===== src/sv/swcm_pkg.sv =====
// shared constants, types and helpers for the swirl coordinate map
package swcm_pkg;

   localparam int COORD_BITS = 12;
   localparam int FRAC_BITS  = 16;
   localparam int CFG_BITS   = 13;
   localparam int Q30        = 30;

   localparam int QUO_BITS  = 2 * COORD_BITS + 5;
   localparam int NORM_BITS = FRAC_BITS + 1;
   localparam int R2_BITS   = 2 * FRAC_BITS;
   localparam int REM_BITS  = FRAC_BITS + 2;
   localparam int HW        = Q30 + 1;
   localparam int RCP_BITS  = 32;
   localparam int K_BITS    = 7;
   localparam int UT_BITS   = NORM_BITS + 3;
   localparam int NUM_BITS  = UT_BITS + CFG_BITS + 2;
   localparam int DEN_BITS  = NUM_BITS - FRAC_BITS - 1;

   localparam int COS_TERMS = 5;
   localparam int SIN_TERMS = 4;
   localparam int DIV_LAT   = QUO_BITS;
   localparam int SQRT_LAT  = FRAC_BITS;
   localparam int SC_LAT    = 3 * COS_TERMS + 1;

   localparam logic [K_BITS-1:0] COS_K [COS_TERMS] = '{7'd90, 7'd56, 7'd30, 7'd12, 7'd2};
   localparam logic [K_BITS-1:0] SIN_K [SIN_TERMS] = '{7'd72, 7'd42, 7'd20, 7'd6};
   localparam logic [RCP_BITS-1:0] COS_RCP [COS_TERMS] = '{
      32'(64'h1_0000_0000 / 64'd90), 32'(64'h1_0000_0000 / 64'd56),
      32'(64'h1_0000_0000 / 64'd30), 32'(64'h1_0000_0000 / 64'd12),
      32'(64'h1_0000_0000 / 64'd2)};
   localparam logic [RCP_BITS-1:0] SIN_RCP [SIN_TERMS] = '{
      32'(64'h1_0000_0000 / 64'd72), 32'(64'h1_0000_0000 / 64'd42),
      32'(64'h1_0000_0000 / 64'd20), 32'(64'h1_0000_0000 / 64'd6)};

   typedef enum logic [0:0] {
      REG_FRAME_HEIGHT = 1'b0,
      REG_FRAME_WIDTH  = 1'b1
   } csr_index_type;

   typedef struct packed {
      logic [COORD_BITS-1:0]       row;
      logic [COORD_BITS-1:0]       col;
      logic signed [NORM_BITS-1:0] u;
      logic signed [NORM_BITS-1:0] v;
      logic                        ok;
   } side_type;

   // floor(x / k) from y = x * floor(2^32 / k), which is low by at most one
   function automatic logic [HW-1:0] quo_fix(input logic [HW-1:0] x,
                                             input logic [HW+RCP_BITS-1:0] y,
                                             input logic [K_BITS-1:0] k);
      logic [HW-1:0]        q0;
      logic [HW+K_BITS-1:0] rem;
      q0  = y[HW+RCP_BITS-1:RCP_BITS];
      rem = {{K_BITS{1'b0}}, x} - ({{K_BITS{1'b0}}, q0} * {{HW{1'b0}}, k});
      return q0 + HW'(rem >= {{HW{1'b0}}, k});
   endfunction

   function automatic logic [COORD_BITS-1:0] clamp_hi(input logic [DEN_BITS-1:0] v,
                                                      input logic [COORD_BITS-1:0] hi);
      return (v > {{(DEN_BITS-COORD_BITS){1'b0}}, hi}) ? hi : v[COORD_BITS-1:0];
   endfunction

endpackage


===== src/sv/swcm_div.sv =====
// pipelined restoring divider, one quotient bit per stage: (num << FRAC_BITS+1) / den
module swcm_div (
   input  logic                              clock,
   input  logic                              en,
   input  logic [swcm_pkg::COORD_BITS-1:0]   num_i,
   input  logic [swcm_pkg::CFG_BITS-1:0]     den_i,
   output logic [swcm_pkg::QUO_BITS-1:0]     quo_o
);
   import swcm_pkg::*;

   logic [COORD_BITS-1:0] num_ff [DIV_LAT];
   logic [CFG_BITS-1:0]   rem_ff [DIV_LAT];
   logic [QUO_BITS-1:0]   quo_ff [DIV_LAT];
   logic [COORD_BITS-1:0] num_in [DIV_LAT];
   logic [CFG_BITS-1:0]   rem_in [DIV_LAT];
   logic [QUO_BITS-1:0]   quo_in [DIV_LAT];

   always_comb begin
      for (int k = 0; k < DIV_LAT; k++) begin
         logic [COORD_BITS-1:0] n;
         logic [CFG_BITS-1:0]   r;
         logic [QUO_BITS-1:0]   q;
         logic [CFG_BITS:0]     rt;
         logic                  ge;
         n = (k == 0) ? num_i : num_ff[(k == 0) ? 0 : k-1];
         r = (k == 0) ? '0 : rem_ff[(k == 0) ? 0 : k-1];
         q = (k == 0) ? '0 : quo_ff[(k == 0) ? 0 : k-1];
         rt = {r, n[COORD_BITS-1]};
         ge = (rt >= {1'b0, den_i});
         num_in[k] = {n[COORD_BITS-2:0], 1'b0};
         rem_in[k] = ge ? CFG_BITS'(rt - {1'b0, den_i}) : rt[CFG_BITS-1:0];
         quo_in[k] = {q[QUO_BITS-2:0], ge};
      end
   end

   always_ff @(posedge clock) begin
      if (en) begin
         num_ff <= num_in;
         rem_ff <= rem_in;
         quo_ff <= quo_in;
      end
   end

   assign quo_o = quo_ff[DIV_LAT-1];

endmodule


===== config.mk =====
export PLATFORM = sky130hd
export DESIGN_NAME = swcm_div
export DESIGN_NICKNAME = d
export VERILOG_FILES = /design/src/sv/swcm_pkg.sv /design/src/sv/swcm_div.sv
export SDC_FILE = /design/constraint.sdc
export NUM_CORES = 2
export LEC_CHECK = 0
export BUFFER_PORTS_ARGS = -buffer_cell sky130_fd_sc_hd__buf_2
export CAP_MARGIN = 40
export CORE_ASPECT_RATIO = 1.5
export CORE_UTILIZATION = 35
export CTS_BUF_LIST = sky130_fd_sc_hd__clkbuf_16
export CTS_CLUSTER_DIAMETER = 50
export DETAILED_ROUTE_END_ITERATION = 10
export PLACE_DENSITY = 0.48
export SYNTH_ARGS = -nofsm -noshare
export SYNTH_HDL_FRONTEND = slang
export SYNTH_SLANG_ARGS = --single-unit

===== constraint.sdc =====
create_clock -name clock -period 9.4 [get_ports clock]
set_input_delay 1.88 -clock clock [delete_from_list [all_inputs] [get_ports clock]]
set_output_delay 1.88 -clock clock [all_outputs]
set_load 0.02 [all_outputs]

==> metrics.yaml <==
status: "finished clean"
placementRows: 164
io_pins: 56
firstDrtPassIters: 5
die_y_um: 453
gr-usage-all-layers_pct: 15.7
hold_violations: 0
synth_nets: 4071
synth.avg_cell_area_um2: 13.0
ys_seq_elements: 865
period_needed_ps: 5000
synthCells: 3652
tritoncts: "yes"
r2r-start: "num_ff[299]$_DFFE_PP_"
start_util_pct: 35.4
finalSetupViolations: 0
rsz0062_at_grt: "no"
fmax_mhz: 200
numCtsBuffers: 104
wl_per_cell_um: 19.1
cpPeakStageDelay_ps: 750
final_common_cell: "edfxtp_1"
drtIter0Drc: 1348
grt_max_degree: 165
yosysSeqAreaShare_pct: 54.8
post-place-cells: 5406
core_mm2: 0.134
slew_headroom_pct: 37.0
worstMarginPinSlew_ps: 945
ctsResizeCount: 0
gp_congestion: 0.857
mostFrequentLayoutCells: "865 x edfxtp_1, 365 x ha_1, 270 x mux2_2"
antenna_left: 0
drive_above_1_share_pct: 15.5
peakVddDrop_v: 0.000164
insertion_delay_ps: 750
worst-path-max-fanout: 37
synth_edf_count: 865
min-delay-start: "quo_ff[417]$_DFFE_PP_"
worstPathRequired_ps: 9890
cts_setup_buffers: 0
worstPathArrival_ps: 5490
antenna_found_initial: 1
cp_cell_sequence: "buf_2, inv_2, buf_12, fa_1, a21oi_1, o21ai_0, a21oi_1, o31ai_1, a41oi_2, mux2_2"
setup_tns_ps: 0
powerDensity_mw_per_mm2: 342
via_count: 29316
cts_max_path_buffers: 3
startpoint_type: "input pin"
final_cells: 5595
hpwl_mm: 70.1
critPathTopFamily: "compound AO/OA/AOI/OAI gates"
min_path_type: "register to register"
holdBufCountCts: 0
critical_path_buf_inv_count: 3
ys_types: 84
syn_area_mm2: 0.0474
hold-path-cell-count: 0
skew_ps: 41.5
grt_pass1_vias: 30495
path_class: "input pin to register"
die_area_mm2: 0.137
via_per_inst: 5.24
totalWireLength_mm: 107
ys.warnings.count: 0
reg2reg_depth: 9
worst_setup_path_end_kind: "register"
ys.flop_type: "edfxtp_1"
cpMostUsedCell: "a21oi_1"
io_buffers: 55
startpoint: "den_i[1]"
drcViolationCount: 0
clkSinkCount: 865
nets: 4188
cts_root_buf: "clkbuf_16"
area_delta_synth_final_pct: 12.7
layout_worst_path_cycle_share_pct: 53.2
grt-ovfl-total: 0
p_leak_nw: 19.9
max_cap_violations: 0
whs_ps: 378
chipWidth_um: 302
worstSetupPathDepth: 10
clkTransAtPathRegs_ps: 60
synthArstFlopShare_pct: 0
crit_slowest_cell: "a41oi_2"
maxSlewViolCount: 0
grt_pass1_wl_mm: 167
htreeDepth: 3
[per-stage QoR]
step / cell area, µm² / setup slack [ps] / power (mW) / util [%]
6_report: 53400 / 4400 / 18.3 / 39.9
5_1_grt: 53400 / 4150 / 19.5 / 39.9
2_1_floorplan: 47400 / 3560 / 12.2 / -
3_3_place_gp: 49600 / 3530 / 14.0 / 37.1
4_1_cts: 53400 / 4390 / 18.5 / 39.9
3_5_place_dp: 49700 / 3550 / 14.1 / 37.2
[area by class of cell]
cell class              count  area, µm²
fillers                 12659      80400
flip-flops and latches    865      26000
multi-input cells        2577      20400
clock buffers             105       2630
well taps                1743       2180
clock inverters            83       1010
repair buffers             95        716
inverters                 126        473
diodes                      1       2.50
[sequential cells by signal, indices dropped and copies added, names as in the netlist]
register / count
quo_ff: 406
rem_ff: 364
num_ff: 66
quo_o: 29
[kinds of logic (layout without fill, tap and decap cells)]
family	Yosys count	count (layout)	synth area share, %
AOI/OAI and AO/OA	884	884	12.7
DFF	865	865	54.8
and+or+nand+nor	749	749	7.70
adders and majority gates	392	392	10.8
muxes	331	331	7.80
xor gates and xnor gates	221	221	4.09
buffers and inverters	210	409	2.08
other	0	1	0
[routing by layer]
layer  global-route usage (%)  wire length, µm
met1                     17.5            43200
met4                     6.76             3690
met2                     29.2            56900
met5                        0                0
met3                     2.06             2980
[cell usage after synthesis (8+ instances only)]
| master | count | area, µm² |
|---|---|---|
| a2111oi_0 | 24 | 210 |
| a211o_1 | 17 | 149 |
| a211oi_1 | 31 | 233 |
| a21o_1 | 75 | 563 |
| a21oi_1 | 239 | 1200 |
| a221o_1 | 8 | 80.1 |
| a221oi_1 | 14 | 123 |
| a311oi_1 | 9 | 78.8 |
| a31oi_1 | 12 | 75.1 |
| a41oi_1 | 12 | 105 |
| and2_1 | 16 | 100 |
| buf_2 | 14 | 70.1 |
| buf_4 | 40 | 300 |
| clkbuf_1 | 26 | 97.6 |
| edfxtp_1 | 865 | 26000 |
| fa_1 | 27 | 541 |
| ha_1 | 365 | 4570 |
| inv_1 | 125 | 469 |
| mux2_2 | 270 | 3040 |
| mux2i_1 | 48 | 480 |
| nand2_1 | 129 | 484 |
| nand2b_1 | 22 | 138 |
| nand3_1 | 55 | 275 |
| nand4_1 | 55 | 344 |
| nor2_1 | 254 | 953 |
| nor2b_1 | 62 | 388 |
| nor3_1 | 67 | 335 |
| nor3b_1 | 9 | 67.6 |
| nor4_1 | 10 | 62.6 |
| o2111a_1 | 10 | 113 |
| o2111ai_1 | 17 | 149 |
| o211ai_1 | 8 | 60.1 |
| o21a_1 | 82 | 616 |
| o21ai_0 | 174 | 871 |
| o21bai_1 | 20 | 150 |
| o31a_1 | 28 | 245 |
| o31ai_1 | 37 | 278 |
| or2_2 | 17 | 106 |
| or3_1 | 21 | 131 |
| xnor2_1 | 144 | 1260 |
| xor2_1 | 77 | 674 |
[final timing paths]
| path | endpoint | slack, ps |
|---|---|---|
| min reg2reg | quo_ff[389]$_DFFE_PP_ | 380 |
| max reg2reg | rem_ff[308]$_DFFE_PP_ | 6150 |
| max | rem_ff[131]$_DFFE_PP_ | 4400 |
| min | quo_ff[389]$_DFFE_PP_ | 380 |
[worst register-to-register path, cell delays in order (launching register included)]
cell and delay [ps]:
edfxtp_1 350, inv_1 170, ha_1 220, fa_1 240, nor2b_1 80, o31a_1 310, o31ai_4 310, nand4_2 170
a211oi_4 740, mux2_2 420
[power breakdown]
| part | switching [mW] | total [mW] | internal [mW] |
|---|---|---|---|
| clock network | 1.74 | 4.22 | 2.48 |
| logic | 4.01 | 7.71 | 3.70 |
| registers | 0.601 | 6.32 | 5.72 |
| total | 6.35 | 18.3 | 11.9 |
Power figures use the tool's default switching activity.
